**config.mk**
```make
export PLATFORM = sky130hd
export DESIGN_NAME = markup_tag_strip_word_extract
export DESIGN_NICKNAME = d
export VERILOG_FILES = /design/src/design/mte_pkg.sv /design/src/design/mte_front.sv /design/src/design/mte_cmd_fifo.sv /design/src/design/mte_back.sv /design/src/design/markup_tag_strip_word_extract.sv
export SDC_FILE = /design/constraint.sdc
export NUM_CORES = 1
export LEC_CHECK = 0
export BUFFER_PORTS_ARGS = -buffer_cell sky130_fd_sc_hd__buf_4
export CAP_MARGIN = 20
export CORE_MARGIN = 2
export CORE_UTILIZATION = 55
export CTS_CLUSTER_DIAMETER = 60
export DETAILED_ROUTE_END_ITERATION = 8
export PLACE_DENSITY = 0.73
export SLEW_MARGIN = 25
export SYNTH_ARGS = -nofsm -noshare
export SYNTH_HDL_FRONTEND = slang
export SYNTH_SLANG_ARGS = --single-unit
```
**constraint.sdc**
```tcl
create_clock -name clk -period 3.4 [get_ports clk]
set_clock_uncertainty 0.05 [all_clocks]
set_input_delay 0.34 -clock clk [delete_from_list [all_inputs] [get_ports clk]]
set_output_delay 0.34 -clock clk [all_outputs]
set_load 0.02 [all_outputs]
```
**src/design/mte_pkg.sv**
```systemverilog
`timescale 1ns / 1ps
`default_nettype none
// ----------------------------------------------------------------------------
// mte_pkg: shared types and constants for the markup word extractor
// Byte codes, the front-to-back command, word buffer write port, result item
// and the back-end state type.
// ----------------------------------------------------------------------------
package mte_pkg;

	// default word length limit and counter width covering its full range
	localparam int WORD_LIMIT_DEF = 64;
	localparam int CNT_W          = 7;

	// byte codes
	localparam logic [7:0] CH_LT    = 8'h3C;
	localparam logic [7:0] CH_GT    = 8'h3E;
	localparam logic [7:0] CH_SP    = 8'h20;
	localparam logic [7:0] CH_NUL   = 8'h00;
	localparam logic [7:0] CASE_OFS = 8'h20;

	// flush command handed from the front end to the back end
	typedef struct packed {
		logic             has_word;  // a trimmed, non-empty word is in the buffer
		logic             space;     // emit a separating space first
		logic             done;      // this command closes the text
		logic [CNT_W-1:0] first;     // index of first alphanumeric byte
		logic [CNT_W-1:0] last;      // one past last alphanumeric byte
	} mte_cmd_t;

	// word buffer write port
	typedef struct packed {
		logic             en;
		logic [CNT_W-1:0] addr;
		logic [7:0]       data;
	} mte_wr_t;

	// one result item
	typedef struct packed {
		logic [7:0] out_byte;
		logic       byte_valid;
		logic       run_last;
		logic       text_done;
	} mte_res_t;

	// back-end sequencer states
	typedef enum logic [2:0] {
		BK_IDLE,
		BK_MARK,
		BK_SPACE,
		BK_READ,
		BK_LOAD
	} mte_bk_state_t;

	function automatic logic is_upper(input logic [7:0] c);
		return (c >= 8'h41) && (c <= 8'h5A);
	endfunction

	function automatic logic is_alnum(input logic [7:0] c);
		return ((c >= 8'h30) && (c <= 8'h39)) || is_upper(c) ||
			((c >= 8'h61) && (c <= 8'h7A));
	endfunction

endpackage
`default_nettype wire

```
**src/design/mte_front.sv**
```systemverilog
`timescale 1ns / 1ps
`default_nettype none
// ----------------------------------------------------------------------------
// mte_front: input classifier
// Tracks tag nesting, word length and the alphanumeric bounds of the pending
// word, writes word bytes to the buffer and issues flush commands.
// ----------------------------------------------------------------------------
module mte_front import mte_pkg::*; #(
	parameter int WORD_LIMIT = WORD_LIMIT_DEF
) (
	input  wire logic       clk,
	input  wire logic       arst_n,
	input  wire logic       in_valid,
	output logic            in_ready,
	input  wire logic [7:0] text_byte,
	input  wire logic       end_of_text,
	output mte_wr_t         wr,
	output logic            cmd_push,
	output mte_cmd_t        cmd,
	input  wire logic       cmd_full,
	input  wire logic       word_done,
	output logic            busy
);

	localparam logic [CNT_W-1:0] LIMIT     = CNT_W'(WORD_LIMIT);
	localparam logic [CNT_W-1:0] STORE_MAX = CNT_W'(WORD_LIMIT - 1);

	logic             inside_q, seen_q, any_q, busy_q;
	logic [CNT_W-1:0] cnt_q, first_q, last_q;

	logic             acc, is_sep, is_word, store, alnum, flush, word_ok;
	logic             nx_inside, nx_seen;
	logic [CNT_W-1:0] nx_cnt, nx_first, nx_last;

	// input handshake: hold off while the back end drains the buffer or the command queue is full
	assign in_ready = !busy_q && !cmd_full;
	assign acc      = in_valid && in_ready;
	assign busy     = busy_q;

	// byte classification and next word bounds
	always_comb begin
		is_sep    = !inside_q && ((text_byte == CH_LT) || (text_byte == CH_SP));
		is_word   = !inside_q && !is_sep;
		nx_inside = inside_q ? (text_byte != CH_GT) : (text_byte == CH_LT);
		store     = is_word && (cnt_q < STORE_MAX);
		alnum     = is_alnum(text_byte);
		nx_seen   = seen_q || (store && alnum);
		nx_first  = (store && alnum && !seen_q) ? cnt_q : first_q;
		nx_last   = (store && alnum) ? (cnt_q + CNT_W'(1)) : last_q;
		nx_cnt    = (is_word && (cnt_q < LIMIT)) ? (cnt_q + CNT_W'(1)) : cnt_q;
		flush     = is_sep || end_of_text;
		word_ok   = flush && nx_seen && (nx_cnt < LIMIT);
	end

	// command and buffer write
	always_comb begin
		cmd_push     = acc && (word_ok || end_of_text);
		cmd.has_word = word_ok;
		cmd.space    = any_q;
		cmd.done     = end_of_text;
		cmd.first    = nx_first;
		cmd.last     = nx_last;
		wr.en        = acc && store;
		wr.addr      = cnt_q;
		wr.data      = text_byte;
	end

	// control state
	always_ff @(posedge clk or negedge arst_n) begin
		if (!arst_n) begin
			inside_q <= 1'b0;
			seen_q   <= 1'b0;
			any_q    <= 1'b0;
			cnt_q    <= '0;
			busy_q   <= 1'b0;
		end else begin
			if (acc) begin
				inside_q <= end_of_text ? 1'b0 : nx_inside;
				seen_q   <= flush ? 1'b0 : nx_seen;
				cnt_q    <= flush ? '0 : nx_cnt;
				any_q    <= end_of_text ? 1'b0 : (any_q || word_ok);
			end
			if (cmd_push && word_ok)
				busy_q <= 1'b1;
			else if (word_done)
				busy_q <= 1'b0;
		end
	end

	// word bounds, only meaningful while seen_q is set
	always_ff @(posedge clk) begin
		if (acc) begin
			first_q <= nx_first;
			last_q  <= nx_last;
		end
	end

endmodule
`default_nettype wire

```
**src/design/mte_cmd_fifo.sv**
```systemverilog
`timescale 1ns / 1ps
`default_nettype none
// ----------------------------------------------------------------------------
// mte_cmd_fifo: two-entry command queue
// Decouples the classifier from the emitter.
// ----------------------------------------------------------------------------
module mte_cmd_fifo import mte_pkg::*; (
	input  wire logic      clk,
	input  wire logic      arst_n,
	input  wire logic      push,
	input  wire mte_cmd_t  din,
	output logic           full,
	input  wire logic      pop,
	output mte_cmd_t       dout,
	output logic           empty
);

	mte_cmd_t   mem_q [2];
	logic       wptr_q, rptr_q;
	logic [1:0] cnt_q;

	assign full  = (cnt_q == 2'd2);
	assign empty = (cnt_q == 2'd0);
	assign dout  = mem_q[rptr_q];

	// pointers and fill level
	always_ff @(posedge clk or negedge arst_n) begin
		if (!arst_n) begin
			wptr_q <= 1'b0;
			rptr_q <= 1'b0;
			cnt_q  <= 2'd0;
		end else begin
			if (push)
				wptr_q <= !wptr_q;
			if (pop)
				rptr_q <= !rptr_q;
			case ({push, pop})
				2'b10:   cnt_q <= cnt_q + 2'd1;
				2'b01:   cnt_q <= cnt_q - 2'd1;
				default: cnt_q <= cnt_q;
			endcase
		end
	end

	// storage
	always_ff @(posedge clk) begin
		if (push)
			mem_q[wptr_q] <= din;
	end

endmodule
`default_nettype wire

```
**src/design/mte_back.sv**
```systemverilog
`timescale 1ns / 1ps
`default_nettype none
// ----------------------------------------------------------------------------
// mte_back: word emitter
// Holds the word buffer, walks a flushed word from its first to its last
// alphanumeric byte and drives the registered result stream.
// ----------------------------------------------------------------------------
module mte_back import mte_pkg::*; #(
	parameter int WORD_LIMIT = WORD_LIMIT_DEF
) (
	input  wire logic      clk,
	input  wire logic      arst_n,
	input  wire mte_wr_t   wr,
	input  wire mte_cmd_t  cmd,
	input  wire logic      cmd_empty,
	output logic           cmd_pop,
	output logic           word_done,
	output logic           out_valid,
	input  wire logic      out_ready,
	output mte_res_t       res
);

	localparam int DEPTH  = WORD_LIMIT - 1;
	localparam int ADDR_W = (DEPTH > 1) ? $clog2(DEPTH) : 1;

	logic [7:0]       buf_mem [DEPTH];
	logic [7:0]       rd_data_q;

	mte_bk_state_t    st_q, st_nx;
	logic [CNT_W-1:0] idx_q, last_q;
	logic             done_q, first_flag_q;
	logic             out_valid_q;
	mte_res_t         res_q;

	logic             out_free, at_end, ld, adv;
	mte_res_t         ld_res;
	logic [7:0]       cur_byte;

	assign out_free  = !out_valid_q || out_ready;
	assign at_end    = ((idx_q + CNT_W'(1)) == last_q);
	assign out_valid = out_valid_q;
	assign res       = res_q;

	// word buffer: one write, one registered read
	always_ff @(posedge clk) begin
		if (wr.en)
			buf_mem[wr.addr[ADDR_W-1:0]] <= wr.data;
		rd_data_q <= buf_mem[idx_q[ADDR_W-1:0]];
	end

	// next state
	always_comb begin
		st_nx = st_q;
		unique case (st_q)
			BK_IDLE: begin
				if (!cmd_empty)
					st_nx = !cmd.has_word ? BK_MARK : (cmd.space ? BK_SPACE : BK_READ);
			end
			BK_MARK: begin
				if (out_free)
					st_nx = BK_IDLE;
			end
			BK_SPACE: begin
				if (out_free)
					st_nx = BK_READ;
			end
			BK_READ: st_nx = BK_LOAD;
			BK_LOAD: begin
				if (out_free)
					st_nx = at_end ? BK_IDLE : BK_READ;
			end
			default: st_nx = BK_IDLE;
		endcase
	end

	// outputs of the sequencer
	always_comb begin
		cur_byte  = (first_flag_q && is_upper(rd_data_q)) ? (rd_data_q + CASE_OFS)
			: rd_data_q;
		cmd_pop   = 1'b0;
		ld        = 1'b0;
		adv       = 1'b0;
		word_done = 1'b0;
		ld_res    = '{out_byte: CH_NUL, byte_valid: 1'b0, run_last: 1'b1, text_done: 1'b1};
		unique case (st_q)
			BK_IDLE:  cmd_pop = !cmd_empty;
			BK_MARK:  ld = out_free;
			BK_SPACE: begin
				ld     = out_free;
				ld_res = '{out_byte: CH_SP, byte_valid: 1'b1, run_last: 1'b0, text_done: 1'b0};
			end
			BK_READ:  ld = 1'b0;
			BK_LOAD: begin
				ld        = out_free;
				adv       = out_free;
				word_done = out_free && at_end;
				ld_res    = '{out_byte: cur_byte, byte_valid: 1'b1, run_last: at_end,
					text_done: at_end && done_q};
			end
			default: ld = 1'b0;
		endcase
	end

	// sequencer and output register control
	always_ff @(posedge clk or negedge arst_n) begin
		if (!arst_n) begin
			st_q        <= BK_IDLE;
			out_valid_q <= 1'b0;
		end else begin
			st_q <= st_nx;
			if (ld)
				out_valid_q <= 1'b1;
			else if (out_ready)
				out_valid_q <= 1'b0;
		end
	end

	// word walk and result payload
	always_ff @(posedge clk) begin
		if (cmd_pop) begin
			idx_q        <= cmd.first;
			last_q       <= cmd.last;
			done_q       <= cmd.done;
			first_flag_q <= 1'b1;
		end else if (adv) begin
			idx_q        <= idx_q + CNT_W'(1);
			first_flag_q <= 1'b0;
		end
		if (ld)
			res_q <= ld_res;
	end

endmodule
`default_nettype wire

```
**src/design/markup_tag_strip_word_extract.sv**
```systemverilog
`timescale 1ns / 1ps
`default_nettype none
// Flow: a byte that only extends a word or sits in a tag is simply accepted.
// A word flush passes through the command queue and the optional separating space state,
// then a buffer read state and an output register load state per emitted byte, as the
// buffer read is registered. Input is held off while a flushed word drains.
// An end marker goes through the command queue and the marker state to the output register.
// Reset: arst_n clears tag, word and sequencer state; no clearing pass.
// ----------------------------------------------------------------------------
// markup_tag_strip_word_extract: markup tag stripper and word extractor
// Drops tags, splits words on space and '<', trims and emits words.
// ----------------------------------------------------------------------------
module markup_tag_strip_word_extract import mte_pkg::*; #(
	parameter int WORD_LIMIT = WORD_LIMIT_DEF
) (
	input  wire logic       clk,
	input  wire logic       arst_n,
	input  wire logic       s_axis_tvalid,
	output logic            s_axis_tready,
	input  wire logic [7:0] s_axis_tdata,   // [7:0] text_byte
	input  wire logic       s_axis_tlast,   // end_of_text
	output logic            m_axis_tvalid,
	input  wire logic       m_axis_tready,
	output logic [7:0]      m_axis_tdata,   // [7:0] out_byte
	output logic [1:0]      m_axis_tuser,   // [0] byte_valid, [1] text_done
	output logic            m_axis_tlast    // run_last
);

	mte_wr_t  wr;
	mte_cmd_t cmd_in, cmd_out;
	mte_res_t res;
	logic     cmd_push, cmd_full, cmd_pop, cmd_empty, word_done, busy;

	mte_front #(.WORD_LIMIT(WORD_LIMIT)) u_front (
		.clk        (clk),
		.arst_n     (arst_n),
		.in_valid   (s_axis_tvalid),
		.in_ready   (s_axis_tready),
		.text_byte  (s_axis_tdata),
		.end_of_text(s_axis_tlast),
		.wr         (wr),
		.cmd_push   (cmd_push),
		.cmd        (cmd_in),
		.cmd_full   (cmd_full),
		.word_done  (word_done),
		.busy       (busy)
	);

	mte_cmd_fifo u_fifo (
		.clk   (clk),
		.arst_n(arst_n),
		.push  (cmd_push),
		.din   (cmd_in),
		.full  (cmd_full),
		.pop   (cmd_pop),
		.dout  (cmd_out),
		.empty (cmd_empty)
	);

	mte_back #(.WORD_LIMIT(WORD_LIMIT)) u_back (
		.clk      (clk),
		.arst_n   (arst_n),
		.wr       (wr),
		.cmd      (cmd_out),
		.cmd_empty(cmd_empty),
		.cmd_pop  (cmd_pop),
		.word_done(word_done),
		.out_valid(m_axis_tvalid),
		.out_ready(m_axis_tready),
		.res      (res)
	);

	assign m_axis_tdata = res.out_byte;
	assign m_axis_tuser = {res.text_done, res.byte_valid};
	assign m_axis_tlast = res.run_last;

	// checks
	a_no_overflow: assert property (@(posedge clk) disable iff (!arst_n)
		cmd_push |-> !cmd_full) else $error("command queue overflow");

	a_no_write_while_drain: assert property (@(posedge clk) disable iff (!arst_n)
		busy |-> !wr.en) else $error("buffer written while a word drains");

	a_done_is_last: assert property (@(posedge clk) disable iff (!arst_n)
		m_axis_tvalid && m_axis_tuser[1] |-> m_axis_tlast)
		else $error("text end not on last transfer of its run");

	a_marker_form: assert property (@(posedge clk) disable iff (!arst_n)
		m_axis_tvalid && !m_axis_tuser[0] |-> m_axis_tuser[1] && m_axis_tlast)
		else $error("bare marker without end flags");

endmodule
`default_nettype wire

```
== Word-level counts from Yosys, hierarchy flattened ==
Memories as Yosys holds them, arrays and structs flattened. A register that Yosys moved wholly into a read port is not among the register bits.
Index checks and enable logic that the tools add are counted.

* Muxes and demuxes: 33
* $lt $le $gt $ge: 11
* Eq/ne operators: 15
* Reductions and logical operators: 45
* Add/subtract/negate cells: 5

{| class="wikitable"
|+ Operator list
! cell !! number
|-
| two-way mux 7 bit || 6
|-
| >= comparator 8 x 7 -> 1 bit, second input constant || 3
|-
| <= comparator 8 x 7 -> 1 bit, second input constant || 3
|-
| case mux 11 bit (2 select lines) || 1
|-
| logical AND 1 bit || 20
|-
| two-way mux 1 bit || 17
|-
| == test 8 x 6 -> 1 bit, second input constant || 2
|-
| two-way mux 3 bit || 5
|-
| case mux 3 bit (5 select lines) || 1
|-
| adder 7 x 1 -> 7 bit, second input constant || 2
|-
| < comparator 7 bit, second input constant || 2
|-
| logical NOT 1 bit || 9
|-
| adder 8 x 6 -> 8 bit, second input constant || 1
|-
| >= comparator 8 x 6 -> 1 bit, second input constant || 1
|-
| <= comparator 8 x 6 -> 1 bit, second input constant || 1
|-
| logical OR 1 bit || 8
|-
| two-way mux 8 bit || 1
|-
| != test 8 x 6 -> 1 bit, second input constant || 1
|-
| nonzero test 2 bit || 4
|-
| == test 7 bit || 1
|-
| < comparator 7 x 6 -> 1 bit, second input constant || 1
|-
| == test 3 x 2 -> 1 bit, second input constant || 2
|-
| != test 2 x 1 -> 1 bit, second input constant || 3
|-
| == test 2 bit, second input constant || 2
|-
| other kinds (12) || 12
|}

* Word-level logic and storage cells: 131
* Input bits: 13
* Output and inout port bits: 13
* Bits in writable memories: 538
* Memories: 2
* Flip-flop bits (word level): 60

{| class="wikitable"
|+ Memories
! memory !! depth !! width !! rd ports !! clocked after memory_dff !! write ports !! line !! RTL
|-
| u_back.buf_mem || 63 || 8 || 1 || 1 || 1 || mte_back.sv:26 || <nowiki>logic [7:0] buf_mem [DEPTH];</nowiki>
|-
| u_fifo.mem_q || 2 || 17 || 1 || 0 || 1 || mte_cmd_fifo.sv:18 || <nowiki>mte_cmd_t mem_q [2];</nowiki>
|}

== Logic depth before layout (Yosys ltp) ==
* Word-level depth: 14
* Gate-level depth with buffers: 9
* Depth with buffers taken out: 6

== Modules after synthesis ==
Synthesis repeated with hierarchy kept, for this count alone.

* Cell total of the unflattened synthesis: 1,295
* Area total of the unflattened synthesis: 24,435.9 um^2

{| class="wikitable"
|+ Modules (own cells, without submodules)
! module !! area an instance (um^2) !! times used !! sequential area each (um^2) !! cells each
|-
| mte_back || 21,549.4 || 1 || 16,195.5 || 1,095
|-
| mte_cmd_fifo || 1,461.4 || 1 || 1,121.1 || 69
|-
| mte_front || 1,425.1 || 1 || 695.7 || 131
|}

== Worst setup path before layout ==
OpenSTA, ideal clock, no wires.

* Kind: input -> register
* Start: input port s_axis_tdata[0]
* End: memory u_fifo.mem_q[0][0] (netlist bit), enable pin
* Required time: 2.957 ns
* Slack: 0.344 ns
* Arrival time: 2.613 ns
* Setup time: 0.393 ns
* Buffers on the path: 0
* Stages: 4
* Path through: or4b_1 -> a2111o_1 -> o41ai_4 -> nor2b_1

* Longest elaborated chain between the ends: 14
* Elaborated cells on any way between the ends: 30

{| class="wikitable"
|+ RTL lines
! item !! line !! RTL
|-
| start: declaration || markup_tag_strip_word_extract.sv:20 || <nowiki>input wire logic [7:0] s_axis_tdata,</nowiki>
|-
| parallel branches: the longest is 9 deep, another holds < comparator 7 bit || - ||
|-
| logical AND 1 bit (*) || mte_front.sv:52 || <nowiki>word_ok = flush && nx_seen && (nx_cnt < LIMIT);</nowiki>
|-
| logical OR 1 bit (*) || mte_front.sv:57 || <nowiki>cmd_push = acc && (word_ok || end_of_text);</nowiki>
|-
| logical AND 1 bit (*) || mte_front.sv:57 ||
|-
| two-way mux 1 bit (*) || mte_cmd_fifo.sv:47 || <nowiki>if (push)</nowiki>
|-
| two-way mux 1 bit (implied by the code) (*) || mte_cmd_fifo.sv:48 || <nowiki>mem_q[wptr_q] <= din;</nowiki>
|-
| end: declaration || mte_cmd_fifo.sv:18 ||
|}

Mark *: on every way between the ends.

== Worst setup path in the final report ==
* Start: input port s_axis_tdata[4]
* End: memory u_back.buf_mem[48][7], enable pin

* Longest elaborated chain between the ends: 9
* Elaborated cells on any way between the ends: 10

{| class="wikitable"
|+ RTL lines
! item !! line !! RTL
|-
| == test 8 x 6 -> 1 bit || mte_front.sv:42 || <nowiki>is_sep = !inside_q && ((text_byte == CH_LT) || (text_byte == CH_SP));</nowiki>
|-
| logical OR 1 bit (*) || mte_front.sv:42 ||
|-
| logical AND 1 bit (*) || mte_front.sv:42 ||
|-
| logical NOT 1 bit (*) || mte_front.sv:43 || <nowiki>is_word = !inside_q && !is_sep;</nowiki>
|-
| logical AND 1 bit (*) || mte_front.sv:43 ||
|-
| logical AND 1 bit (*) || mte_front.sv:45 || <nowiki>store = is_word && (cnt_q < STORE_MAX);</nowiki>
|-
| logical AND 1 bit (*) || mte_front.sv:63 || <nowiki>wr.en = acc && store;</nowiki>
|-
| two-way mux 1 bit (*) || mte_back.sv:46 || <nowiki>if (wr.en)</nowiki>
|-
| two-way mux 1 bit (implied by the code) (*) || mte_back.sv:47 || <nowiki>buf_mem[wr.addr[ADDR_W-1:0]] <= wr.data;</nowiki>
|-
| end: declaration || mte_back.sv:26 ||
|}

Mark *: on every way between the ends. The rest lies on a longest branch, timed or not.

==> results.txt <==
The flow ran to the end, and the final reports show no timing, DRC or antenna violations. The clock transition at the registers of the reported paths came out at 0.06 ns. The count of nets left with antenna violations after detail routing is 0.

For this run, asynchronously set or reset flops after synthesis account for 0.03135. Setup repair after global routing left no endpoint under its margin. Dividing the final minimum period by the clock period gives 0.9570.

The number of failing hold endpoints at the final stage is 0. Ranked by total cell area, the synthesized netlist is headed by sky130_fd_sc_hd__edfxtp_1, sky130_fd_sc_hd__mux4_2, sky130_fd_sc_hd__dfrtp_1, sky130_fd_sc_hd__nor2_1, sky130_fd_sc_hd__dfxtp_1. The share of the Yosys chip area taken by registers is 0.7525. The worst hold path stage count came out at 1. The peak fanout along the critical path came out at 13. The floorplan die width came out at 212.6 um.

The number of vias after detailed routing is 11773. The depth of the worst register-to-register path is 5. The total of cells resized after clock tree synthesis is 0. In this run the power density over the cells is 765.1 nW/um2.

The class of the tightest hold or removal check is in -> reg. The first-pass iteration count of the detailed router came out at 7. Compared with the post-synthesis result, the final layout area differs by 12.75%. The cell area after synthesis is 23940 um2. The number of antenna violations at the first check in global routing was 0.

Of all cell types, the one taking the most synthesized area is sky130_fd_sc_hd__edfxtp_1. The floorplan has 76 rows. The hold-fix buffer count after cts is 5. The tightest slew margin relative to the limit is 0.2182. STA classifies the critical path startpoint as an input port.

The minimum clock period came out at 3.254 ns. By count the netlist is led by sky130_fd_sc_hd__edfxtp_1, sky130_fd_sc_hd__mux4_2, sky130_fd_sc_hd__nor2_1. The actual transition at the worst max-transition pin came out at 1.173 ns. The global-route wire length before repair is 77.39 mm.

For the worst-skew pair, the clock arrives at the later sink with an insertion delay of 0.62 ns. The critical path arrival came out at 3.43 ns. For this design, the sink count on the clock tree is 606. The number of ports placed on the die boundary came out at 26. The startpoint-to-endpoint class of the critical path is in -> reg. The die is 212.6 um tall. The cell sitting at the root of the clock tree is a sky130_fd_sc_hd__clkbuf_16.

The number of design rule violations left after detail routing is 0. The count of unique library cells instantiated by Yosys is 55. The share of synthesized area in the top cell type comes to 0.7251. The gate count of the mapped netlist is 1171. The number of levels the H-tree was split into is 2. The maximum number of pins on one net before global-route repair is 64.

The average wire per standard cell came out at 28.02 um. The largest vdd supply drop came out at 542.7 uV. The HPWL after detailed placement is 33.17 mm. The kind of end point of the critical path is a flop. The warning count from the yosys run is 0. The overall track demand over capacity in global routing came out at 0.2426. The number of global-route vias before repair is 11837.

The share of cells above drive strength 1 is 0.2533. The leakage power total came out at 8.566 nW. The average cell area after synthesis is 20.44 um2. In the synthesized netlist the dominant register cell turns out to be sky130_fd_sc_hd__edfxtp_1. The die footprint is 45200 um2.

The vias per cell is 6.262. The required time of the worst setup path came out at 3.57 ns. For this configuration, the core starts out at a cell density of 0.5569. Buffers placed on the I/O ports in this run total 25. The final sum of negative setup slack came out at 0 ns. The number of buffers added for setup after CTS came out at 0.

The count of endpoints failing setup in the final report is 0. The floorplan step defined a core boundary enclosing 42980 um2. The final estimated routing congestion in global placement is 0.8621. The number of buffers on the longest clock path came out at 3.

0 antenna diodes ended up in the layout. The post-synth net total came out at 1187. TritonCTS built the clock tree. The fmax is 307.3 MHz.

The post-synthesis sequential element count came out at 606. The residual overflow from global routing came out at 0. For this block, the initial DRC count from the detailed router was 1419.

The most frequent cell after synthesis is sky130_fd_sc_hd__edfxtp_1. The sum of routed wire length over all layers came out at 52.67 mm. The tool flagged a number of max-cap violations equal to 0. The overall power consumption is 0.02065 W. The max-slew violation count came out at 0.

The number of enable-type register cells in the synthesized netlist came out at 578. The layout net count is 1263. TritonCTS created 58 clock buffers.
per-layer routing:
layer / global-route usage / wire length [um]
met1: 0.3402 / 20920
met2: 0.3812 / 25550
met3: 0.05894 / 4607
met4: 0.07933 / 1591
met5: 0 / 0
cells in the final DEF, fill, tap and decap left out, types with 6 or more instances in the layout:
cell and count:
sky130_fd_sc_hd__a211o_1 6, sky130_fd_sc_hd__a211oi_1 9, sky130_fd_sc_hd__a21oi_1 24, sky130_fd_sc_hd__a22o_1 11, sky130_fd_sc_hd__and2_1 8, sky130_fd_sc_hd__buf_12 9
sky130_fd_sc_hd__buf_4 62, sky130_fd_sc_hd__bufinv_16 8, sky130_fd_sc_hd__clkbuf_1 11, sky130_fd_sc_hd__clkbuf_16 59, sky130_fd_sc_hd__clkinv_1 10, sky130_fd_sc_hd__clkinv_2 11
sky130_fd_sc_hd__dfrtp_1 19, sky130_fd_sc_hd__dfxtp_1 9, sky130_fd_sc_hd__edfxtp_1 578, sky130_fd_sc_hd__inv_1 10, sky130_fd_sc_hd__mux2_2 16, sky130_fd_sc_hd__mux2i_1 17
sky130_fd_sc_hd__mux4_2 149, sky130_fd_sc_hd__nand2_1 30, sky130_fd_sc_hd__nand3_1 14, sky130_fd_sc_hd__nor2_1 87, sky130_fd_sc_hd__nor2b_1 18, sky130_fd_sc_hd__o21ai_0 15
sky130_fd_sc_hd__xnor2_1 11, sky130_fd_sc_hd__xor2_1 6
cell families after synthesis:
| group | count (synthesis) | share of synthesized area |
|---|---|---|
| DFF | 606 | 0.7525 |
| and+or+nand+nor | 194 | 0.03868 |
| muxes | 182 | 0.1548 |
| AOI/OAI and AO/OA | 96 | 0.02833 |
| buffers and inverters | 70 | 0.01500 |
| xor gates and xnor gates | 20 | 0.009043 |
| adders and majority gates | 3 | 0.001568 |
power by group:
group | switching [W] | total, W | leakage (nW) | internal (W)
combinational | 0.00272 | 0.00530 | 2.26 | 0.00258
sequential | 0.000339 | 0.00880 | 5.35 | 0.00846
clock | 0.00271 | 0.00655 | 0.954 | 0.00384
critical path, cell delays in order:
cell	delay, ns
sky130_fd_sc_hd__dlygate4sd3_1	0.54
sky130_fd_sc_hd__buf_4	0.20
sky130_fd_sc_hd__nand3_1	0.20
sky130_fd_sc_hd__a211oi_1	0.15
sky130_fd_sc_hd__nor4_1	0.52
sky130_fd_sc_hd__nand2_1	0.64
sky130_fd_sc_hd__nor2_1	0.83
per-stage QoR:
step | hold slack (ns) | instances | setup slack, ns | area (um2) | utilization
global placement | 0.1805 | 1767 | 0.1756 | 24990 | 0.5815
global route | 0.07022 | 1880 | 0.07118 | 26990 | 0.6279
CTS | 0.06200 | 1880 | 0.2413 | 26980 | 0.6278
detailed placement | 0.1836 | 1767 | 0.05430 | 24990 | 0.5815
finish | 0.08982 | 1880 | 0.1462 | 26990 | 0.6279
floorplan | -0.005591 | 1171 | 0.3443 | 23940 | -
final timing paths:
path	slack, ns	startpoint	endpoint
worst max-delay path	0.15	s_axis_tdata[4]	u_back.buf_mem[48][7]
worst min-delay path	0.09	s_axis_tdata[2]	u_back.buf_mem[34][2]
worst max register to register	0.16	u_fifo.cnt_q[0]	u_back.buf_mem[48][7]
worst min register to register	0.41	u_back.first_flag_q	u_back.first_flag_q
max in group asynchronous	2.93	arst_n	u_front.cnt_q[0]
min in group asynchronous	0.14	arst_n	u_front.cnt_q[5]
sequential cells by signal, indices dropped and copies added (netlist names), 2 cells and up:
register and cells:
u_back.buf_mem 504, u_fifo.mem_q 34, u_back.res 11, u_back.rd_data_q 8
u_back.idx_q 7, u_back.last_q 7, u_front.cnt_q 7, u_front.first_q 7
u_front.last_q 7, u_back.st_q 3, u_fifo.cnt_q 2
final cells by class:
cell class | instances | area, um2
Clock buffer | 72 | 1545
Clock inverter | 36 | 395.4
Fill cell | 2942 | 15990
Inverter | 10 | 37.54
Multi-Input combinational cell | 495 | 5569
Sequential cell | 606 | 18010
Tap cell | 585 | 732.0
Timing Repair Buffer | 76 | 695.7
Note: power is estimated with default switching activity, not from simulation.
